## src/hw/rtl/cfr_pkg.sv

```systemverilog
// Shared types and fixed field widths for the convolution reverb FIR block.
// Used by cfr_mac and convolution_reverb_fir; depends on nothing else.
`timescale 1ns / 1ps

package cfr_pkg;

    localparam int SAMPLE_W    = 16;  // Q1.15 samples and taps
    localparam int OUT_W       = 32;  // saturated result width
    localparam int FRAC_W      = 15;  // fraction bits dropped from the sum
    localparam int TAP_COUNT_W = 13;
    localparam int TAP_INDEX_W = 12;
    localparam int S_TDATA_W   = 32;
    localparam int S_TUSER_W   = 2;
    localparam int M_TUSER_W   = 1;

    // Control from the sequencer to the multiply-accumulate unit.
    typedef struct packed {
        logic clear;     // start a new sum
        logic rd_valid;  // memory read data is valid this cycle
    } cfr_mac_ctl_t;

endpackage

```

## src/hw/rtl/cfr_mac.sv

```systemverilog
// Multiply-accumulate unit with the final shift and saturation of the sum.
// Depends on cfr_pkg for widths and the control struct.
`timescale 1ns / 1ps

module cfr_mac #(
    parameter int ACC_W = 59
) (
    input  logic                               aclk,
    input  logic                               aresetn,
    input  cfr_pkg::cfr_mac_ctl_t              ctl,
    input  logic signed [cfr_pkg::SAMPLE_W-1:0] tap_q,
    input  logic signed [cfr_pkg::SAMPLE_W-1:0] hist_q,
    output logic                               busy,
    output logic        [cfr_pkg::OUT_W-1:0]    result,
    output logic                               sat
);

    localparam int PROD_W = 2 * cfr_pkg::SAMPLE_W;
    localparam int SH_W   = ACC_W - cfr_pkg::FRAC_W;

    logic signed [PROD_W-1:0] prod_reg;
    logic                     prod_vld_reg;
    logic signed [ACC_W-1:0]  acc_reg;
    logic signed [SH_W-1:0]   shifted;
    logic [SH_W-cfr_pkg::OUT_W:0] upper;

    always_ff @(posedge aclk) begin
        if (!aresetn) begin
            prod_vld_reg <= 1'b0;
        end else begin
            prod_vld_reg <= ctl.rd_valid;
        end
    end

    always_ff @(posedge aclk) begin
        if (ctl.rd_valid) begin
            prod_reg <= tap_q * hist_q;
        end
    end

    always_ff @(posedge aclk) begin
        if (ctl.clear) begin
            acc_reg <= '0;
        end else if (prod_vld_reg) begin
            acc_reg <= acc_reg + ACC_W'(prod_reg);
        end
    end

    // Dropping the fraction bits of a two's complement sum rounds toward minus infinity.
    assign shifted = acc_reg[ACC_W-1:cfr_pkg::FRAC_W];
    assign upper   = shifted[SH_W-1:cfr_pkg::OUT_W-1];
    assign sat     = !((&upper) || (~|upper));

    always_comb begin
        if (!sat) begin
            result = shifted[cfr_pkg::OUT_W-1:0];
        end else if (shifted[SH_W-1]) begin
            result = {1'b1, {(cfr_pkg::OUT_W-1){1'b0}}};
        end else begin
            result = {1'b0, {(cfr_pkg::OUT_W-1){1'b1}}};
        end
    end

    assign busy = ctl.rd_valid | prod_vld_reg;

endmodule

```

## config.mk

```make
export PLATFORM = sky130hd
export DESIGN_NAME = cfr_mac
export DESIGN_NICKNAME = d
export VERILOG_FILES = /design/src/hw/rtl/cfr_pkg.sv /design/src/hw/rtl/cfr_mac.sv
export SDC_FILE = /design/constraint.sdc
export NUM_CORES = 1
export LEC_CHECK = 0
export ABC_AREA = 0
export BUFFER_PORTS_ARGS = -buffer_cell sky130_fd_sc_hd__buf_2
export CAP_MARGIN = 10
export CELL_PAD_IN_SITES_DETAIL_PLACEMENT = 0
export CELL_PAD_IN_SITES_GLOBAL_PLACEMENT = 2
export CORE_ASPECT_RATIO = 1.4
export CORE_UTILIZATION = 30
export DETAILED_ROUTE_END_ITERATION = 10
export PLACE_DENSITY_LB_ADDON = 0.1
export SLEW_MARGIN = 0
export SYNTH_ARGS = -nofsm -noshare
export SYNTH_HDL_FRONTEND = slang
export SYNTH_SLANG_ARGS = --single-unit
```

## constraint.sdc

```tcl
create_clock -name aclk -period 7.23 [get_ports aclk]
set_input_delay 0.723 -clock aclk [delete_from_list [all_inputs] [get_ports aclk]]
set_output_delay 0.723 -clock aclk [all_outputs]
set_load 0.1 [all_outputs]
```

==> flow_results.org, run 1 <==
** Outcome
- The run finished with clean final reports.

** Synthesis
- After synthesis, the share of flip-flops with an asynchronous set or reset is 0%.
- When the netlist entered floorplanning its net count stood at 2283.
- Synthesis produced 1844 cells.
- Count of synthesis-stage warnings from yosys :: 0
- Dominant register cell in the synthesized netlist :: sky130_fd_sc_hd__dfxtp_1
- Number of flip-flops and latches in the synthesized netlist :: 92
- The mapped netlist covers 16420 um2.
- Number of enable flip-flop cells after synthesis :: 32
- In this run the mean area of a mapped cell was 8.902 um2.
- Count of distinct cell types in the synthesized netlist :: 65
- Sequential cell area fraction in the yosys report :: 13.17%

** Place
- At the end of routability-driven placement, the weighted congestion stood at 0.7791.
- The HPWL after detailed placement is 37.92 mm.
- The count of buffers added on input and output ports is 69.

** Worst setup path
- Endpoint arrival time on the critical path :: 6.89 ns
- Slowest cell on the critical path :: sky130_fd_sc_hd__fa_1
- Along the worst path, the maximum fanout reaches 14.
- Broken down by cell family, the worst path's largest delay share belongs to adder cells.
- Walking the worst path, the cells encountered are buf_2 > and2_1 > fa_1 > inv_1 > fa_1 > fa_1 > inv_1 > fa_1 > fa_1 > inv_1 > fa_1 > inv_1 > ha_1 > a21oi_1 > o21ai_0 > a22oi_1 > a31oi_1 > a41o_1 > a2111oi_1 > nor2_1 > a211o_1 > a21oi_1 > xnor2_1.
- The most numerous cell type found on the critical path is sky130_fd_sc_hd__fa_1.
- Critical path startpoint category :: input port
- Required @ worst endpoint :: 7.35 ns
- Crit Path Category :: in2reg
- CP bufs+invs :: 5
- Slowest stage delay, CP :: 0.53 ns
- Kind of end point of the critical path :: flip-flop

** Routing
- For this block, the via count after detailed routing is 12272.
- In this run the remaining antenna-violating nets after routing total 0.
- Number of DRC markers in iteration 0 :: 397
- The first detailed-routing pass ran for 4 iterations.
- Wires add up to 44.85 mm.
- For this run, design rule violations remaining after detail routing come to 0.
- Dividing the detail-routed via count by the number of cells gives 4.659.
- Avg WL per Cell :: 17.03 um

** Floorplanning
- For this design the top-level I/O count stands at 70.
- Total core area :: between 50000 and 60000 um2
- The die covers 55670 um2.
- Starting density of the core :: a little under a third
- Row generation in the floorplan step produced approximately 100 rows.
- Die X :: 199.7 um
- Die Span Y :: 278.8 um

** Clock network
- The cell sitting at the root of the clock tree is a sky130_fd_sc_hd__clkbuf_16.
- Clock tree from TritonCTS :: done
- Longest Clk Path Bufs :: 2
- Clock latency at the later pin of the worst-skew pair :: roughly 0.37 ns
- CTS buffer count :: 9
- Reg clk slew, reported paths :: around 0.070 ns
- Buffers inserted to repair hold after CTS numbered 0.
- The clock tree synthesis step divided the H-tree into 3 levels.
- The clock net in this run drives a total of 92 sinks.

** Run
- Max cap viols :: 0

** Global routing
- GRT Overall Usage :: 16.94%
- Initial antenna violation count :: 0
- Wire length of the first global-routing pass :: 73.55 mm
- Entering global routing, the biggest net connects 49 pins.
- The total overflow left after global routing is 0.
- Vias in the first global route :: 13473

** Cells and area
- Count of inserted antenna diode cells :: 0
- The library cells used most frequently in the layout, excluding fill and tap cells, are 297 x sky130_fd_sc_hd__inv_1, 263 x sky130_fd_sc_hd__fa_1, 187 x sky130_fd_sc_hd__nand2_1, 140 x sky130_fd_sc_hd__ha_1, 137 x sky130_fd_sc_hd__and2_1.
- Relative to the synthesized area, the layout overhead comes to 10.21%.
- Final Core Density :: 33.45%
- Number of flip-flops under the largest register name :: 59
- The library cell used most frequently in the layout, excluding fill and tap cells, is sky130_fd_sc_hd__inv_1.
- Cells with a size suffix above 1 make up 7.632% of the layout.
- The net count of the finished layout is 2347.

** Timing
- Setup violators final :: 0
- Derived from the worst setup path, the maximum achievable clock frequency is 147.8 MHz.
- RSZ-0062 raised after global routing :: no
- Final Cycle Share :: 93.60%
- Worst clock skew on the final layout :: 0.01871 ns
- At the pin with the least slew margin, the transition time is 0.9350 ns.
- Number of max-slew violations in the final report :: 0
- The number of failing hold endpoints at the final stage was 0.
- Hold Worst Slack :: 0.4965 ns
- Relative slew slack :: 37.67%
- Counting I/O delays and the setup requirement, the final critical path takes 6.767 ns.

** Hold path
- Type of the tightest min-delay check :: reg2reg
## cells in the mapped netlist (4+ instances only)
| master | instances | share of area (%) |
|---|---|---|
| sky130_fd_sc_hd__inv_1 | 297 | 6.8 |
| sky130_fd_sc_hd__fa_1 | 263 | 32 |
| sky130_fd_sc_hd__nand2_1 | 187 | 4.3 |
| sky130_fd_sc_hd__ha_1 | 140 | 11 |
| sky130_fd_sc_hd__and2_1 | 137 | 5.2 |
| sky130_fd_sc_hd__nor2_1 | 117 | 2.7 |
| sky130_fd_sc_hd__a21oi_1 | 88 | 2.7 |
| sky130_fd_sc_hd__a21o_1 | 69 | 3.2 |
| sky130_fd_sc_hd__dfxtp_1 | 60 | 7.3 |
| sky130_fd_sc_hd__clkbuf_1 | 56 | 1.3 |
| sky130_fd_sc_hd__xnor2_1 | 53 | 2.8 |
| sky130_fd_sc_hd__o21ai_0 | 40 | 1.2 |
| sky130_fd_sc_hd__mux2i_1 | 34 | 2.1 |
| sky130_fd_sc_hd__edfxtp_1 | 32 | 5.9 |
| sky130_fd_sc_hd__xor2_1 | 27 | 1.4 |
| sky130_fd_sc_hd__nand2b_1 | 19 | 0.72 |
| sky130_fd_sc_hd__nor3_1 | 18 | 0.55 |
| sky130_fd_sc_hd__o21bai_1 | 17 | 0.78 |
| sky130_fd_sc_hd__o21a_1 | 16 | 0.73 |
| sky130_fd_sc_hd__nor2b_1 | 15 | 0.57 |
| sky130_fd_sc_hd__a211oi_1 | 12 | 0.55 |
| sky130_fd_sc_hd__and3_1 | 12 | 0.46 |
| sky130_fd_sc_hd__a31oi_1 | 11 | 0.42 |
| sky130_fd_sc_hd__nand3_1 | 10 | 0.30 |
| sky130_fd_sc_hd__o22ai_1 | 10 | 0.38 |
| sky130_fd_sc_hd__nand4_1 | 9 | 0.34 |
| sky130_fd_sc_hd__or3_1 | 8 | 0.30 |
| sky130_fd_sc_hd__o21ai_1 | 7 | 0.21 |
| sky130_fd_sc_hd__a211o_1 | 5 | 0.27 |
| sky130_fd_sc_hd__a221o_1 | 5 | 0.30 |
| sky130_fd_sc_hd__buf_1 | 5 | 0.11 |
| sky130_fd_sc_hd__o31ai_1 | 5 | 0.23 |
| sky130_fd_sc_hd__and4_1 | 4 | 0.21 |
| sky130_fd_sc_hd__o211ai_1 | 4 | 0.18 |
| sky130_fd_sc_hd__o31a_1 | 4 | 0.21 |
| sky130_fd_sc_hd__or4_1 | 4 | 0.18 |
## path summary, 6_finish.rpt
kind	start	to	slack, ns	depth (start not counted)
worst max-delay path	tap_q[8]	prod_reg[30]	0.46	23
worst min-delay path	acc_reg[2]	acc_reg[2]	0.50	2
worst max register to register	acc_reg[0]	acc_reg[52]	3.48	14
worst min register to register	acc_reg[2]	acc_reg[2]	0.50	2
## metrics by stage
step,cells,setup TNS (ns),setup slack [ns],instance area (um2)
5_1_grt,2634,0,0.01566,18090
3_3_place_gp,2618,0,0.07165,17780
4_1_cts,2634,0,0.3653,18090
6_report,2634,0,0.4628,18090
2_1_floorplan,1844,0,0.5301,16420
3_5_place_dp,2618,-0.01458,-0.01458,17780
## final cells by class
type	instances	area, um2
Fill cell	5859	35990
Clock buffer	9	225.2
Tap cell	721	902.1
Timing Repair Buffer	116	700.7
Clock inverter	7	82.58
Sequential cell	92	2163
Multi-Input combinational cell	1392	12900
Inverter	297	1115
## cell families after synthesis
kind of cell    synth area share [%]
buf+inv                        8.247
xor+xnor                       4.268
compound gates                 13.16
flops                          13.17
fa+ha+maj                      42.74
mux                            2.142
simple gates                   16.27
## routing by layer
metal | GRT usage [%] | share of wire, % | vias up
met5 | 0 | 0 | -
met4 | 3.171 | 0.84 | 0
met3 | 0.7247 | 1.3 | 19
met2 | 32.61 | 54 | 104
met1 | 20.56 | 44 | 6062
li1 | - | - | 6087
## timing repair
item / in CTS / in global routing
gates resized for setup: 0 / 2
endpoints found under the hold margin: 0 / 0
buffers inserted: 0 / 0
setup endpoints to repair: 0 / 1
## worst min-delay path, cell delays in order (launching register included)
cell                      delay (ns)
sky130_fd_sc_hd__dfxtp_1        0.33
sky130_fd_sc_hd__a21oi_1        0.06
sky130_fd_sc_hd__nor2_1         0.07
Power of run 1 is left out: the tool's default activity adds up to more than one toggle a clock period on the data nets, which glitch-free logic cannot reach.
==> run 2: changes to the inputs <==
Settings changed: CORE_UTILIZATION 30 to 41.
==> run 2 against run 1 <==
Effect of this change:
- worst setup slack got worse by 0.030 ns
- routed wire length fell by 8.4%
- sequential cell count did not move
- worst hold slack improved by 0.0042 ns
- register-to-register slack improved by 0.07 ns
- clock skew fell by 0.0073 ns
- fmax fell by 0.45%
- critical path depth fell by 1
- first-iteration DRC count rose by 14%
- global-route usage rose by 4.8 points
- sequential share of layout area rose by 0.23 points
==> flow_results.org, run 2 (synthesis gave the netlist of run 1 again) <==
** Outcome
- The flow ran to the end, and the final reports show no timing, DRC or antenna violations.

** Clock network
- Post-CTS repair changed the size of 0 cells.
- TritonCTS built the clock tree.
- The H-tree was split into 3 levels.
- The later pin in the worst-skew pair is clocked with a latency of ~0.36 ns.
- The number of setup buffers added after CTS is 0.
- Root buffer selected by CTS :: sky130_fd_sc_hd__clkbuf_16
- TritonCTS created 9 clock buffers.
- After clock tree synthesis, the clock-pin slew on the worst setup and hold paths is 0.07 ns.
- Post-cts hold buffer count :: 0
- CTS saw 92 sinks.
- In this run the deepest clock path goes through 2 buffers.

** Floorplanning
- In this run the core area contains 86 standard-cell rows.
- Area enclosed by the die boundary :: 40850 um2
- Num ports :: 70
- Die Span Y :: 238.8 um
- Starting density of the core :: 41.68%
- Die X :: 171.1 um
- Total core area :: 39380 um2

** Routing
- Number of iterations in the first detailed-routing pass :: 4
- The first routing iteration left 451 violations.
- The final layout contains routed wiring with a total length of slightly above 40 mm.
- In this run the remaining antenna-violating nets after routing total 0.
- Detailed routing inserted a total of around 12000 vias.
- DR vias/cell :: a little over 5
- Remaining routing DRC violations :: 0
- Avg WL per Cell :: 16.92 um

** Run
- Max cap viols :: 0

** Timing
- Setup repair after global routing left no endpoint under its margin.
- Worst clock skew on the final layout :: about 0.011 ns
- Time the worst path needs with I/O delays and setup :: roughly 6.8 ns
- Final Hold Viols :: 0
- Max frequency :: 147.1 MHz
- Hold timing on the final database bottoms out at a slack of about 0.50 ns.
- At the pin with the least slew margin, the transition time is 0.7994 ns.
- Final Cycle Share :: 94.02%
- Headroom to the max-slew limit came out at ~47%.
- Number of max-slew violations in the final report :: 0
- Setup violators final :: 0
- Sum Neg Setup Slack :: 0 ns

** Worst setup path
- Endpoint arrival time on the critical path :: 6.91 ns
- STA classifies the critical path startpoint as an input port.
- STA classifies the critical path endpoint as a flip-flop.
- Crit Path Category :: in2reg
- Critical path fanouts, max :: 16
- Required @ worst endpoint :: between 7 and 8 ns

** Cells and area
- The number of antenna diodes in the final layout is 0.
- The final layout contains 2334 nets.
- Leaving out fill and tap cells, the most frequent cell in the layout is sky130_fd_sc_hd__inv_1.
- Share of cells above drive strength 1 :: 7.000%
- Number of flip-flops under the largest register name :: 59
- Synth-to-Final Area Change :: 8.118%
- Final-layout fill cell count :: 4017
- Commonest non-fill, non-tap cells in the layout :: 297 x sky130_fd_sc_hd__inv_1, 263 x sky130_fd_sc_hd__fa_1, 187 x sky130_fd_sc_hd__nand2_1, 140 x sky130_fd_sc_hd__ha_1, 137 x sky130_fd_sc_hd__and2_1

** Place
- The congestion estimate from routability-driven global placement came to 0.8771.
- Detailed-placement wirelength estimate :: around 34 mm
- Count of port buffers added during placement :: 69

** Global routing
- The first global-routing pass estimated 69.90 mm of wire.
- Entering global routing, the biggest net connects 50 pins.
- For met2 alone, demand over resource in global routing was 40.61%.
- In the global route stage, overall resource usage came out at 21.73%.
- The initial antenna violation count is 0.
- Grt ovf :: 0
- The global routing stage identified its most utilized layer as met2.
- Vias in the first global route :: around 13000
- Routing usage on met3 :: 1.126%
- For this run, global-route usage on met1 was measured as around a quarter.

** Hold path
- The min-delay analysis places its worst path in the category reg2reg.
-- run 2: cell count changes in the layout (fill, tap and decap cells not counted) --
cell	previous run	this run
sky130_fd_sc_hd__a2111oi_1	1	0
sky130_fd_sc_hd__buf_2	68	69
sky130_fd_sc_hd__clkinv_4	1	2
sky130_fd_sc_hd__inv_6	2	3
sky130_fd_sc_hd__buf_4	47	34
sky130_fd_sc_hd__clkinvlp_4	2	1
sky130_fd_sc_hd__inv_8	1	0
sky130_fd_sc_hd__clkbuf_4	1	0
sky130_fd_sc_hd__a2111oi_0	1	2
-- run 2: area by class of cell --
type | instances | area [um2] | area share (%)
timing repair buffer | 103 | 600.6 | 3.384
sequential | 92 | 2163 | 12.19
tap | 528 | 660.6 | 3.722
multi-input combinational | 1392 | 12900 | 72.70
clock inverter | 7 | 81.33 | 0.4582
inverter | 297 | 1115 | 6.281
clock buffer | 9 | 225.2 | 1.269
-- run 2: final timing paths --
check	from	end	depth (start not counted)	slack [ns]
worst max-delay path	hist_q[3]	prod_reg[30]	22	0.43
worst min-delay path	acc_reg[45]	acc_reg[45]	2	0.50
worst max register to register	prod_reg[0]	acc_reg[52]	14	3.55
worst min register to register	acc_reg[45]	acc_reg[45]	2	0.50
-- run 2: per-stage QoR --
step / utilization (%) / instance area, um2 / std cells / worst slack [ns]
after floorplan: - / 16420 / 1844 / 0.5301
after global placement: 44.29 / 17440 / 2412 / 0.1095
after detailed placement: 44.29 / 17440 / 2412 / 0.06225
after CTS: 45.07 / 17750 / 2428 / 0.4359
after global routing: 45.07 / 17750 / 2428 / 0.06394
final: 45.07 / 17750 / 2428 / 0.4325
-- run 2: worst max-delay path, cell delays in order --
cell and delay (ns):
sky130_fd_sc_hd__buf_2 0.33, sky130_fd_sc_hd__nand2_1 0.13, sky130_fd_sc_hd__fa_1 0.48, sky130_fd_sc_hd__fa_1 0.52, sky130_fd_sc_hd__fa_1 0.51, sky130_fd_sc_hd__inv_1 0.05
sky130_fd_sc_hd__fa_1 0.50, sky130_fd_sc_hd__fa_1 0.50, sky130_fd_sc_hd__inv_1 0.05, sky130_fd_sc_hd__fa_1 0.47, sky130_fd_sc_hd__inv_1 0.04, sky130_fd_sc_hd__ha_1 0.31
sky130_fd_sc_hd__a21oi_1 0.20, sky130_fd_sc_hd__o21ai_0 0.16, sky130_fd_sc_hd__a22oi_1 0.26, sky130_fd_sc_hd__a31oi_1 0.19, sky130_fd_sc_hd__a41o_1 0.31, sky130_fd_sc_hd__a2111oi_0 0.48
sky130_fd_sc_hd__nor2_1 0.17, sky130_fd_sc_hd__a211o_1 0.29, sky130_fd_sc_hd__a21oi_1 0.17, sky130_fd_sc_hd__xnor2_1 0.07
-- run 2: layer usage --
metal / part of all wire [%] / up-vias / routed length, um
li1: - / 6084 / -
met1: 44 / 6048 / 17930
met2: 52 / 156 / 21500
met3: 1.7 / 41 / 712
met4: 2.3 / 0 / 927
met5: 0 / - / 0
Power of run 2 is left out for the same reason.
